## src/rtl/core/sha_pkg.sv

```systemverilog
// ----------------------------------------------------------------------------
// SHA-256 hasher package
// Shared word types, round constants, initial hash and control structs.
// ----------------------------------------------------------------------------
package sha_pkg;

  typedef logic [31:0] word_t;
  typedef word_t [0:7] chain_t;

  localparam logic [7:0] PAD_BYTE   = 8'h80;
  localparam logic [5:0] FILL_LAST  = 6'd63;  // last byte slot of a block
  localparam logic [5:0] LEN_START  = 6'd56;  // first byte of the length field
  localparam logic [5:0] ROUND_LAST = 6'd63;
  localparam logic [2:0] WORD_LAST  = 3'd7;

  localparam chain_t IV_INIT = '{
    32'h6a09e667, 32'hbb67ae85, 32'h3c6ef372, 32'ha54ff53a,
    32'h510e527f, 32'h9b05688c, 32'h1f83d9ab, 32'h5be0cd19
  };

  localparam word_t K_TAB [64] = '{
    32'h428a2f98, 32'h71374491, 32'hb5c0fbcf, 32'he9b5dba5,
    32'h3956c25b, 32'h59f111f1, 32'h923f82a4, 32'hab1c5ed5,
    32'hd807aa98, 32'h12835b01, 32'h243185be, 32'h550c7dc3,
    32'h72be5d74, 32'h80deb1fe, 32'h9bdc06a7, 32'hc19bf174,
    32'he49b69c1, 32'hefbe4786, 32'h0fc19dc6, 32'h240ca1cc,
    32'h2de92c6f, 32'h4a7484aa, 32'h5cb0a9dc, 32'h76f988da,
    32'h983e5152, 32'ha831c66d, 32'hb00327c8, 32'hbf597fc7,
    32'hc6e00bf3, 32'hd5a79147, 32'h06ca6351, 32'h14292967,
    32'h27b70a85, 32'h2e1b2138, 32'h4d2c6dfc, 32'h53380d13,
    32'h650a7354, 32'h766a0abb, 32'h81c2c92e, 32'h92722c85,
    32'ha2bfe8a1, 32'ha81a664b, 32'hc24b8b70, 32'hc76c51a3,
    32'hd192e819, 32'hd6990624, 32'hf40e3585, 32'h106aa070,
    32'h19a4c116, 32'h1e376c08, 32'h2748774c, 32'h34b0bcb5,
    32'h391c0cb3, 32'h4ed8aa4a, 32'h5b9cca4f, 32'h682e6ff3,
    32'h748f82ee, 32'h78a5636f, 32'h84c87814, 32'h8cc70208,
    32'h90befffa, 32'ha4506ceb, 32'hbef9a3f7, 32'hc67178f2
  };

  // Control from the sequencer to the message schedule.
  typedef struct packed {
    logic load;   // shift one byte into the block window
    logic step;   // advance the window by one expanded word
  } sched_ctrl_t;

  // Control from the sequencer to the round unit.
  typedef struct packed {
    logic init;   // copy chaining value into working variables
    logic step;   // run one compression round
    logic fold;   // add working variables into the chaining value
    logic clear;  // restore the initial hash
  } round_ctrl_t;

endpackage

```

## src/rtl/core/sha_in_if.sv

```systemverilog
// ----------------------------------------------------------------------------
// SHA-256 message byte channel
// Valid/ready channel carrying one message byte with its flags.
// ----------------------------------------------------------------------------
interface sha_in_if;
  logic       valid;
  logic       ready;
  logic [7:0] data_byte;
  logic       byte_valid;
  logic       last_byte;

  modport source (output valid, data_byte, byte_valid, last_byte, input ready);
  modport sink   (input valid, data_byte, byte_valid, last_byte, output ready);
endinterface

```

## src/rtl/core/sha_out_if.sv

```systemverilog
// ----------------------------------------------------------------------------
// SHA-256 digest word channel
// Valid/ready channel carrying one digest word with its position.
// ----------------------------------------------------------------------------
interface sha_out_if;
  logic        valid;
  logic        ready;
  logic [31:0] digest_word;
  logic [2:0]  word_index;
  logic        last_word;

  modport source (output valid, digest_word, word_index, last_word, input ready);
  modport sink   (input valid, digest_word, word_index, last_word, output ready);
endinterface

```

## src/rtl/core/sha256_message_hasher.sv

```systemverilog
// ----------------------------------------------------------------------------
// SHA-256 message hasher
// Hashes a byte stream and returns the eight digest words per message.
// ----------------------------------------------------------------------------
// Throughput: one message byte per cycle while ready; the byte path is busy
//   for each full block's load, 64 rounds on the shared round unit, fold.
// After the last byte: padding bytes fill the block to its end, with an extra
//   padding block when the length spills, then one or two compressions, then
//   eight digest words, one per accepted cycle.
// Reset: asynchronous, active low; chaining value returns to the initial hash,
//   counters clear, and the block comes up ready for a message.
// ----------------------------------------------------------------------------
module sha256_message_hasher (
  input  logic clk_i,
  input  logic rst_ni,
  sha_in_if.sink    msg_i,
  sha_out_if.source dig_o
);
  import sha_pkg::*;

  // Sequencer states: gather bytes, pad, then compress and emit.
  typedef enum logic [2:0] {
    ST_IDLE,
    ST_PAD,
    ST_INIT,
    ST_ROUND,
    ST_FOLD,
    ST_OUT
  } state_e;

  state_e      state_q, state_d;
  logic [5:0]  fill_q, fill_d;     // bytes held in the current block
  logic [31:0] cnt_q, cnt_d;       // message length in bytes, wraps
  logic [5:0]  rnd_q, rnd_d;       // round number
  logic [2:0]  idx_q, idx_d;       // digest word on the output
  logic        pad_q, pad_d;       // message closed, padding in progress
  logic        mark_q, mark_d;     // 0x80 marker already placed
  logic        len_q, len_d;       // length field being written
  logic        final_q, final_d;   // current compression is the last one

  sched_ctrl_t sched_ctrl;
  round_ctrl_t round_ctrl;
  logic [7:0]  byte_val;
  logic [63:0] len_field;
  word_t       w_cur;
  chain_t      chain;

  // 64-bit big-endian length: upper word is count >> 29, lower count << 3.
  assign len_field = {29'd0, cnt_q, 3'd0};

  assign msg_i.ready       = (state_q == ST_IDLE);
  assign dig_o.valid       = (state_q == ST_OUT);
  assign dig_o.digest_word = chain[idx_q];
  assign dig_o.word_index  = idx_q;
  assign dig_o.last_word   = (idx_q == WORD_LAST);

  always_comb begin
    state_d    = state_q;
    fill_d     = fill_q;
    cnt_d      = cnt_q;
    rnd_d      = rnd_q;
    idx_d      = idx_q;
    pad_d      = pad_q;
    mark_d     = mark_q;
    len_d      = len_q;
    final_d    = final_q;
    sched_ctrl = '0;
    round_ctrl = '0;
    byte_val   = msg_i.data_byte;

    case (state_q)
      ST_IDLE: begin
        if (msg_i.valid) begin
          if (msg_i.byte_valid) begin
            // append the byte; a full block goes straight to compression
            sched_ctrl.load = 1'b1;
            cnt_d  = cnt_q + 32'd1;
            fill_d = fill_q + 6'd1;
            if (fill_q == FILL_LAST) begin
              state_d = ST_INIT;
              pad_d   = msg_i.last_byte;
            end else if (msg_i.last_byte) begin
              state_d = ST_PAD;
              pad_d   = 1'b1;
            end
          end else if (msg_i.last_byte) begin
            state_d = ST_PAD;
            pad_d   = 1'b1;
          end
        end
      end

      ST_PAD: begin
        // feed one padding byte per cycle through the byte path
        sched_ctrl.load = 1'b1;
        fill_d = fill_q + 6'd1;
        if (!mark_q) begin
          byte_val = PAD_BYTE;
          mark_d   = 1'b1;
        end else if (len_q || (fill_q == LEN_START)) begin
          len_d    = 1'b1;
          byte_val = len_field[{~fill_q[2:0], 3'b000} +: 8];
        end else begin
          byte_val = 8'd0;
        end
        if (fill_q == FILL_LAST) begin
          state_d = ST_INIT;
          final_d = len_q;
        end
      end

      ST_INIT: begin
        round_ctrl.init = 1'b1;
        rnd_d   = '0;
        state_d = ST_ROUND;
      end

      ST_ROUND: begin
        round_ctrl.step = 1'b1;
        sched_ctrl.step = 1'b1;
        rnd_d = rnd_q + 6'd1;
        if (rnd_q == ROUND_LAST) begin
          state_d = ST_FOLD;
        end
      end

      ST_FOLD: begin
        round_ctrl.fold = 1'b1;
        if (final_q) begin
          state_d = ST_OUT;
          idx_d   = '0;
        end else if (pad_q) begin
          state_d = ST_PAD;
        end else begin
          state_d = ST_IDLE;
        end
      end

      ST_OUT: begin
        if (dig_o.ready) begin
          idx_d = idx_q + 3'd1;
          if (idx_q == WORD_LAST) begin
            // drop all message state for the next message
            round_ctrl.clear = 1'b1;
            state_d = ST_IDLE;
            fill_d  = '0;
            cnt_d   = '0;
            pad_d   = 1'b0;
            mark_d  = 1'b0;
            len_d   = 1'b0;
            final_d = 1'b0;
          end
        end
      end

      default: begin
        state_d = ST_IDLE;
      end
    endcase
  end

  always_ff @(posedge clk_i or negedge rst_ni) begin
    if (!rst_ni) begin
      state_q <= ST_IDLE;
      fill_q  <= '0;
      cnt_q   <= '0;
      rnd_q   <= '0;
      idx_q   <= '0;
      pad_q   <= 1'b0;
      mark_q  <= 1'b0;
      len_q   <= 1'b0;
      final_q <= 1'b0;
    end else begin
      state_q <= state_d;
      fill_q  <= fill_d;
      cnt_q   <= cnt_d;
      rnd_q   <= rnd_d;
      idx_q   <= idx_d;
      pad_q   <= pad_d;
      mark_q  <= mark_d;
      len_q   <= len_d;
      final_q <= final_d;
    end
  end

  sha_sched u_sched (
    .clk_i  (clk_i),
    .ctrl_i (sched_ctrl),
    .byte_i (byte_val),
    .w_o    (w_cur)
  );

  sha_round u_round (
    .clk_i   (clk_i),
    .rst_ni  (rst_ni),
    .ctrl_i  (round_ctrl),
    .rnd_i   (rnd_q),
    .w_i     (w_cur),
    .chain_o (chain)
  );

  // Never take a byte while a digest word is on offer.
  assert property (@(posedge clk_i) disable iff (!rst_ni)
    !(msg_i.ready && dig_o.valid))
    else $error("input ready while digest is pending");

  // Digest words follow in order without gaps.
  assert property (@(posedge clk_i) disable iff (!rst_ni)
    (dig_o.valid && dig_o.ready && !dig_o.last_word) |=>
      (dig_o.valid && (dig_o.word_index == 3'($past(dig_o.word_index) + 3'd1))))
    else $error("digest word order broken");

  // After the last digest word the block is ready for a new message.
  assert property (@(posedge clk_i) disable iff (!rst_ni)
    (dig_o.valid && dig_o.ready && dig_o.last_word) |=> msg_i.ready)
    else $error("not ready after digest");

  // Closing a message always leaves the byte path busy.
  assert property (@(posedge clk_i) disable iff (!rst_ni)
    (msg_i.valid && msg_i.ready && msg_i.last_byte) |=> !msg_i.ready)
    else $error("ready right after end of message");

  // A compression ends in the fold, never skips it.
  assert property (@(posedge clk_i) disable iff (!rst_ni)
    (state_q == ST_ROUND && rnd_q == ROUND_LAST) |=> (state_q == ST_FOLD))
    else $error("round count overrun");

endmodule

```

## src/rtl/core/sha_sched.sv

```systemverilog
// ----------------------------------------------------------------------------
// SHA-256 message schedule
// Sixteen-word window: gathers block bytes, then expands one word per round.
// ----------------------------------------------------------------------------
module sha_sched (
  input  logic                 clk_i,
  input  sha_pkg::sched_ctrl_t ctrl_i,
  input  logic [7:0]           byte_i,
  output sha_pkg::word_t       w_o
);
  import sha_pkg::*;

  word_t win_q [16];
  word_t w1, w14, s0, s1, w_new;

  assign w1  = win_q[1];
  assign w14 = win_q[14];
  assign s0  = {w1[6:0], w1[31:7]} ^ {w1[17:0], w1[31:18]} ^ (w1 >> 3);
  assign s1  = {w14[16:0], w14[31:17]} ^ {w14[18:0], w14[31:19]} ^ (w14 >> 10);
  assign w_new = s1 + win_q[9] + s0 + win_q[0];
  assign w_o = win_q[0];

  always_ff @(posedge clk_i) begin
    if (ctrl_i.load) begin
      // shift the whole window left by one byte
      for (int k = 0; k < 15; k++) begin
        win_q[k] <= {win_q[k][23:0], win_q[k+1][31:24]};
      end
      win_q[15] <= {win_q[15][23:0], byte_i};
    end else if (ctrl_i.step) begin
      for (int k = 0; k < 15; k++) begin
        win_q[k] <= win_q[k+1];
      end
      win_q[15] <= w_new;
    end
  end

endmodule

```

## src/rtl/core/sha_round.sv

```systemverilog
// ----------------------------------------------------------------------------
// SHA-256 round unit
// Working variables, one shared round datapath and the chaining value.
// ----------------------------------------------------------------------------
module sha_round (
  input  logic                 clk_i,
  input  logic                 rst_ni,
  input  sha_pkg::round_ctrl_t ctrl_i,
  input  logic [5:0]           rnd_i,
  input  sha_pkg::word_t       w_i,
  output sha_pkg::chain_t      chain_o
);
  import sha_pkg::*;

  word_t  v_q [8];
  chain_t chain_q;
  word_t  a, e, big_s0, big_s1, ch, maj, t1, t2;

  assign a      = v_q[0];
  assign e      = v_q[4];
  assign big_s1 = {e[5:0], e[31:6]} ^ {e[10:0], e[31:11]} ^ {e[24:0], e[31:25]};
  assign big_s0 = {a[1:0], a[31:2]} ^ {a[12:0], a[31:13]} ^ {a[21:0], a[31:22]};
  assign ch     = (e & v_q[5]) ^ (~e & v_q[6]);
  assign maj    = (a & v_q[1]) ^ (a & v_q[2]) ^ (v_q[1] & v_q[2]);
  assign t1     = v_q[7] + big_s1 + ch + K_TAB[rnd_i] + w_i;
  assign t2     = big_s0 + maj;
  assign chain_o = chain_q;

  // Working variables carry no reset: always loaded before use.
  always_ff @(posedge clk_i) begin
    if (ctrl_i.init) begin
      for (int k = 0; k < 8; k++) begin
        v_q[k] <= chain_q[k];
      end
    end else if (ctrl_i.step) begin
      v_q[7] <= v_q[6];
      v_q[6] <= v_q[5];
      v_q[5] <= e;
      v_q[4] <= v_q[3] + t1;
      v_q[3] <= v_q[2];
      v_q[2] <= v_q[1];
      v_q[1] <= a;
      v_q[0] <= t1 + t2;
    end
  end

  always_ff @(posedge clk_i or negedge rst_ni) begin
    if (!rst_ni) begin
      chain_q <= IV_INIT;
    end else if (ctrl_i.clear) begin
      chain_q <= IV_INIT;
    end else if (ctrl_i.fold) begin
      for (int k = 0; k < 8; k++) begin
        chain_q[k] <= chain_q[k] + v_q[k];
      end
    end
  end

endmodule

```

## src/flat_wrapper.sv

```systemverilog
// flat-port wrapper written by rule: the top's interface ports become plain ports
module sha256_message_hasher_flat import sha_pkg::*;
  (clk_i, rst_ni, msg_i_valid, msg_i_data_byte, msg_i_byte_valid, msg_i_last_byte, msg_i_ready, dig_o_valid, dig_o_digest_word, dig_o_word_index, dig_o_last_word, dig_o_ready);
  sha_in_if msg_i_i ();
  sha_out_if dig_o_i ();
  input  logic clk_i;
  input  logic rst_ni;
  input wire logic [$bits(msg_i_i.valid)-1:0] msg_i_valid;
  input wire logic [$bits(msg_i_i.data_byte)-1:0] msg_i_data_byte;
  input wire logic [$bits(msg_i_i.byte_valid)-1:0] msg_i_byte_valid;
  input wire logic [$bits(msg_i_i.last_byte)-1:0] msg_i_last_byte;
  output wire logic [$bits(msg_i_i.ready)-1:0] msg_i_ready;
  output wire logic [$bits(dig_o_i.valid)-1:0] dig_o_valid;
  output wire logic [$bits(dig_o_i.digest_word)-1:0] dig_o_digest_word;
  output wire logic [$bits(dig_o_i.word_index)-1:0] dig_o_word_index;
  output wire logic [$bits(dig_o_i.last_word)-1:0] dig_o_last_word;
  input wire logic [$bits(dig_o_i.ready)-1:0] dig_o_ready;
  assign msg_i_i.valid = msg_i_valid;
  assign msg_i_i.data_byte = msg_i_data_byte;
  assign msg_i_i.byte_valid = msg_i_byte_valid;
  assign msg_i_i.last_byte = msg_i_last_byte;
  assign msg_i_ready = msg_i_i.ready;
  assign dig_o_valid = dig_o_i.valid;
  assign dig_o_digest_word = dig_o_i.digest_word;
  assign dig_o_word_index = dig_o_i.word_index;
  assign dig_o_last_word = dig_o_i.last_word;
  assign dig_o_i.ready = dig_o_ready;
  sha256_message_hasher u_core (.clk_i(clk_i), .rst_ni(rst_ni), .msg_i(msg_i_i), .dig_o(dig_o_i));
endmodule
```

## config.mk

```make
export PLATFORM = sky130hd
export DESIGN_NAME = sha256_message_hasher_flat
export DESIGN_NICKNAME = d
export VERILOG_FILES = /design/src/rtl/core/sha_pkg.sv /design/src/rtl/core/sha_in_if.sv /design/src/rtl/core/sha_out_if.sv /design/src/rtl/core/sha256_message_hasher.sv /design/src/rtl/core/sha_sched.sv /design/src/rtl/core/sha_round.sv /design/src/flat_wrapper.sv
export SDC_FILE = /design/constraint.sdc
export NUM_CORES = 2
export LEC_CHECK = 0
export BUFFER_PORTS_ARGS = -buffer_cell sky130_fd_sc_hd__buf_2
export CORE_ASPECT_RATIO = 0.9
export CORE_MARGIN = 4
export CORE_UTILIZATION = 30
export CTS_CLUSTER_DIAMETER = 40
export DETAILED_ROUTE_END_ITERATION = 7
export MAX_ROUTING_LAYER = met4
export PLACE_DENSITY = 0.49
export SLEW_MARGIN = 10
export SYNTH_ARGS = -nofsm -noshare
export SYNTH_HDL_FRONTEND = slang
export SYNTH_HIERARCHICAL = 1
export SYNTH_SLANG_ARGS = --single-unit
export TNS_END_PERCENT = 5
```

## constraint.sdc

```tcl
create_clock -name clk_i -period 9.5 [get_ports clk_i]
set_input_delay 1.425 -clock clk_i [delete_from_list [all_inputs] [get_ports clk_i]]
set_output_delay 1.425 -clock clk_i [all_outputs]
set_load 0.03 [all_outputs]
```

==> results by group <==
Outcome
  • Status: finished, final reports clean

Cells and area
  • Register Area: 0.0310 mm^2
  • Area of the multi-input gates: 0.0412 mm^2
  • Nets: 7859
  • Area delta synth->final: 14.6%
  • Layout cells sized above 1: 17.9%
  • Layout fillers: 25100

CTS
  • Clk slew on worst S/H paths: 0.06 ns
  • CTS tree: done
  • # resized after CTS: 0
  • CTS Hold Buffers Added: 0
  • H-Tree Depth: 4
  • Clock buffer depth: 4
  • CTS root buf: clkbuf_16
  • Later-pin clock latency in the skew report: 0.88 ns
  • Sink Count: 1078
  • Post-CTS setup repair buffer count: 0
  • Num CTS Buffers: 212

STA
  • Least-Margin Pin Slew: 1.13 ns
  • Min cycle time layout: 8.96 ns
  • Final hold violation count: 0
  • Final setup vio count: 0
  • Setup Skew: 0.111 ns
  • Tcrit/Tclk final: 94.3%
  • Slew Viols, Final: 0
  • RSZ-0062 raised after global routing: no
  • Fmax: 112 MHz
  • Slew HR: 24.2%
  • Sum Neg Setup Slack: 0 ns

Floorplanning
  • Row count: 174
  • Width of the chip: 536 um
  • Die area: 0.259 mm^2
  • Die Y: 483 um
  • Ports: 52
  • Initial Utilization: 30.2%
  • CORE AREA: 0.250 mm^2

Synth
  • EDFF count, synth: 768
  • Synthesized area: 0.0754 mm^2
  • Syn_nets: 7896
  • Post-Synthesis Cells: 7295
  • FFs w/ async S/R, synth: 28.8%
  • Synth area leaders: edfxtp_1, mux2_2, ha_1
  • Syn. warnings: 6
  • Sequential-to-total area share from yosys stat: 41.1%
  • Syn avg cell area: 10.3 um^2
  • Post-synth top area cell: edfxtp_1
  • Synthesis-stage register bit count: 1078
  • Yosys top cell area share: 30.6%
  • Top_reg_cell synth: edfxtp_1
  • Netlist cell types: 108

Worst hold path
  • Hold Crit Class: reg -> reg

Global routing
  • Initial antenna violation count: 9
  • GR Util All Layers: 20.1%
  • Grt total ovfl: 0
  • First-pass GRT wire length: 383000 um
  • Largest net degree at the start of global routing: 162
  • Vias in the first global route: 56500

Critical path
  • Critical path's top delay family: compound AO/OA/AOI/OAI gates
  • Critical Path Max Stage Delay: 0.61 ns
  • Critical Path Fanout Max: 10
  • Critical Path Sink Type: register
  • Most frequent CP cell: a21oi_1
  • CP bufs+invs: 4
  • Data required, critical path: 10.04 ns
  • Slowest cell on crit path: fa_1
  • Crit path launch type: register
  • Worst EP arrival: 9.50 ns
  • Crit Path Category: reg -> reg

Place
  • Final GP Congestion: 0.945
  • DPL Wire Length: 193000 um
  • Port bufs: 51

Route
  • DRT Pass-1 Iters: 6
  • Vias per inst: 5.27
  • Final WL: 261000 um
  • DRT antenna net count: 0
  • Via count: 56900
  • Residual DRC: 0
  • Average routed wire per standard cell: 24.2 um
  • Drt first-iter violations: 4833

Run
  • Max Cap Viol: 0
[placed cells by master, fill, tap and decap left out, drive strengths merged, types with 42 or more instances in the layout]
master	n
a211oi	50
a21o	178
a21oi	421
a31oi	49
buf	161
clkbuf	238
clkinv	72
dfrtp	174
dfstp	136
edfxtp	768
fa	195
ha	392
inv	430
mux2	517
mux2i	91
mux4	83
nand2	1048
nand2b	69
nand3	107
nand4	42
nor2	383
nor2b	52
nor3	83
o211ai	48
o21a	58
o21ai	492
o21bai	45
xnor2	413
xor2	175
[cell usage after synthesis (all sizes together) (58+ instances only)]
| cell type | number |
|---|---|
| a21o | 178 |
| a21oi | 421 |
| buf | 101 |
| clkbuf | 311 |
| dfrtp | 174 |
| dfstp | 136 |
| edfxtp | 768 |
| fa | 195 |
| ha | 392 |
| inv | 394 |
| mux2 | 517 |
| mux2i | 91 |
| mux4 | 83 |
| nand2 | 1048 |
| nand2b | 69 |
| nand3 | 107 |
| nor2 | 383 |
| nor3 | 83 |
| o21a | 58 |
| o21ai | 492 |
| xnor2 | 413 |
| xor2 | 175 |
[routing by layer]
| layer | GRT usage (%) | routed length, um | vias to the layer above |
|---|---|---|---|
| met1 | 27.3 | 120000 | 28700 |
| li1 | - | - | 26000 |
| met3 | 2.34 | 12600 | 401 |
| met2 | 31.5 | 120000 | 1759 |
| met5 | - | 0 | - |
| met4 | 6.08 | 8390 | 0 |
[sequential cells by signal, indices dropped and copies added (netlist names), 3 cells and up]
register,flops
u_core/fill_q,6
u_core/u_round/v_q,256
u_core/u_round/chain_o,256
u_core/dig_o.word_index,3
u_core/rnd_q,6
u_core/state_q,3
u_core/u_sched/win_q,512
u_core/cnt_q,32
[cell type report]
| type | count | share of cell area, % |
|---|---|---|
| diodes | 2 | 0.00580 |
| clock inverters | 152 | 1.97 |
| well taps | 3344 | 4.84 |
| repair buffers | 161 | 1.42 |
| multi-input cells | 5408 | 47.8 |
| flip-flops and latches | 1078 | 35.9 |
| clock buffers | 238 | 6.36 |
| inverters | 397 | 1.73 |
[metrics by stage]
step / area, um^2 / setup slack (ns) / hold WS, ns / utilization [%] / std cells
final: 86400 / 0.542 / 0.518 / 34.6 / 10800
after global placement: 79200 / 0.506 / 0.490 / 31.7 / 10400
after global routing: 86400 / 0.0168 / 0.526 / 34.6 / 10800
after CTS: 86400 / 0.443 / 0.508 / 34.6 / 10800
after detailed placement: 79200 / 0.505 / 0.500 / 31.7 / 10400
after floorplan: 75400 / 0.195 / 0.464 / - / 7295
[cell families after synthesis]
| family | count (synthesis) | synth area share [%] |
|---|---|---|
| XOR/XNOR | 589 | 6.86 |
| flip-flops | 1078 | 41.1 |
| adder cells (fa/ha/maj) | 608 | 12.0 |
| multiplexers | 691 | 11.4 |
| AND/OR/NAND/NOR | 1944 | 11.3 |
| buffers and inverters | 809 | 4.25 |
| AO/OA/AOI/OAI | 1576 | 13.1 |
[worst paths after layout]
check                                            start                     endpoint  slack, ns  cells past startpoint
min in group asynchronous                       rst_ni  u_core/u_round/chain_o[162]       0.53                      1
min                        u_core/u_sched/win_q[3][39]  u_core/u_sched/win_q[3][47]       0.52                      1
max in group asynchronous                       rst_ni   u_core/dig_o.word_index[0]       7.62                      2
max reg2reg                            u_core/rnd_q[0]    u_core/u_round/v_q[0][30]       0.54                     36
max                                    u_core/rnd_q[0]    u_core/u_round/v_q[0][30]       0.54                     36
min reg2reg                u_core/u_sched/win_q[3][39]  u_core/u_sched/win_q[3][47]       0.52                      1
Power is left out: the tool's default activity adds up to more than one toggle a clock period on the data nets, which glitch-free logic cannot reach.
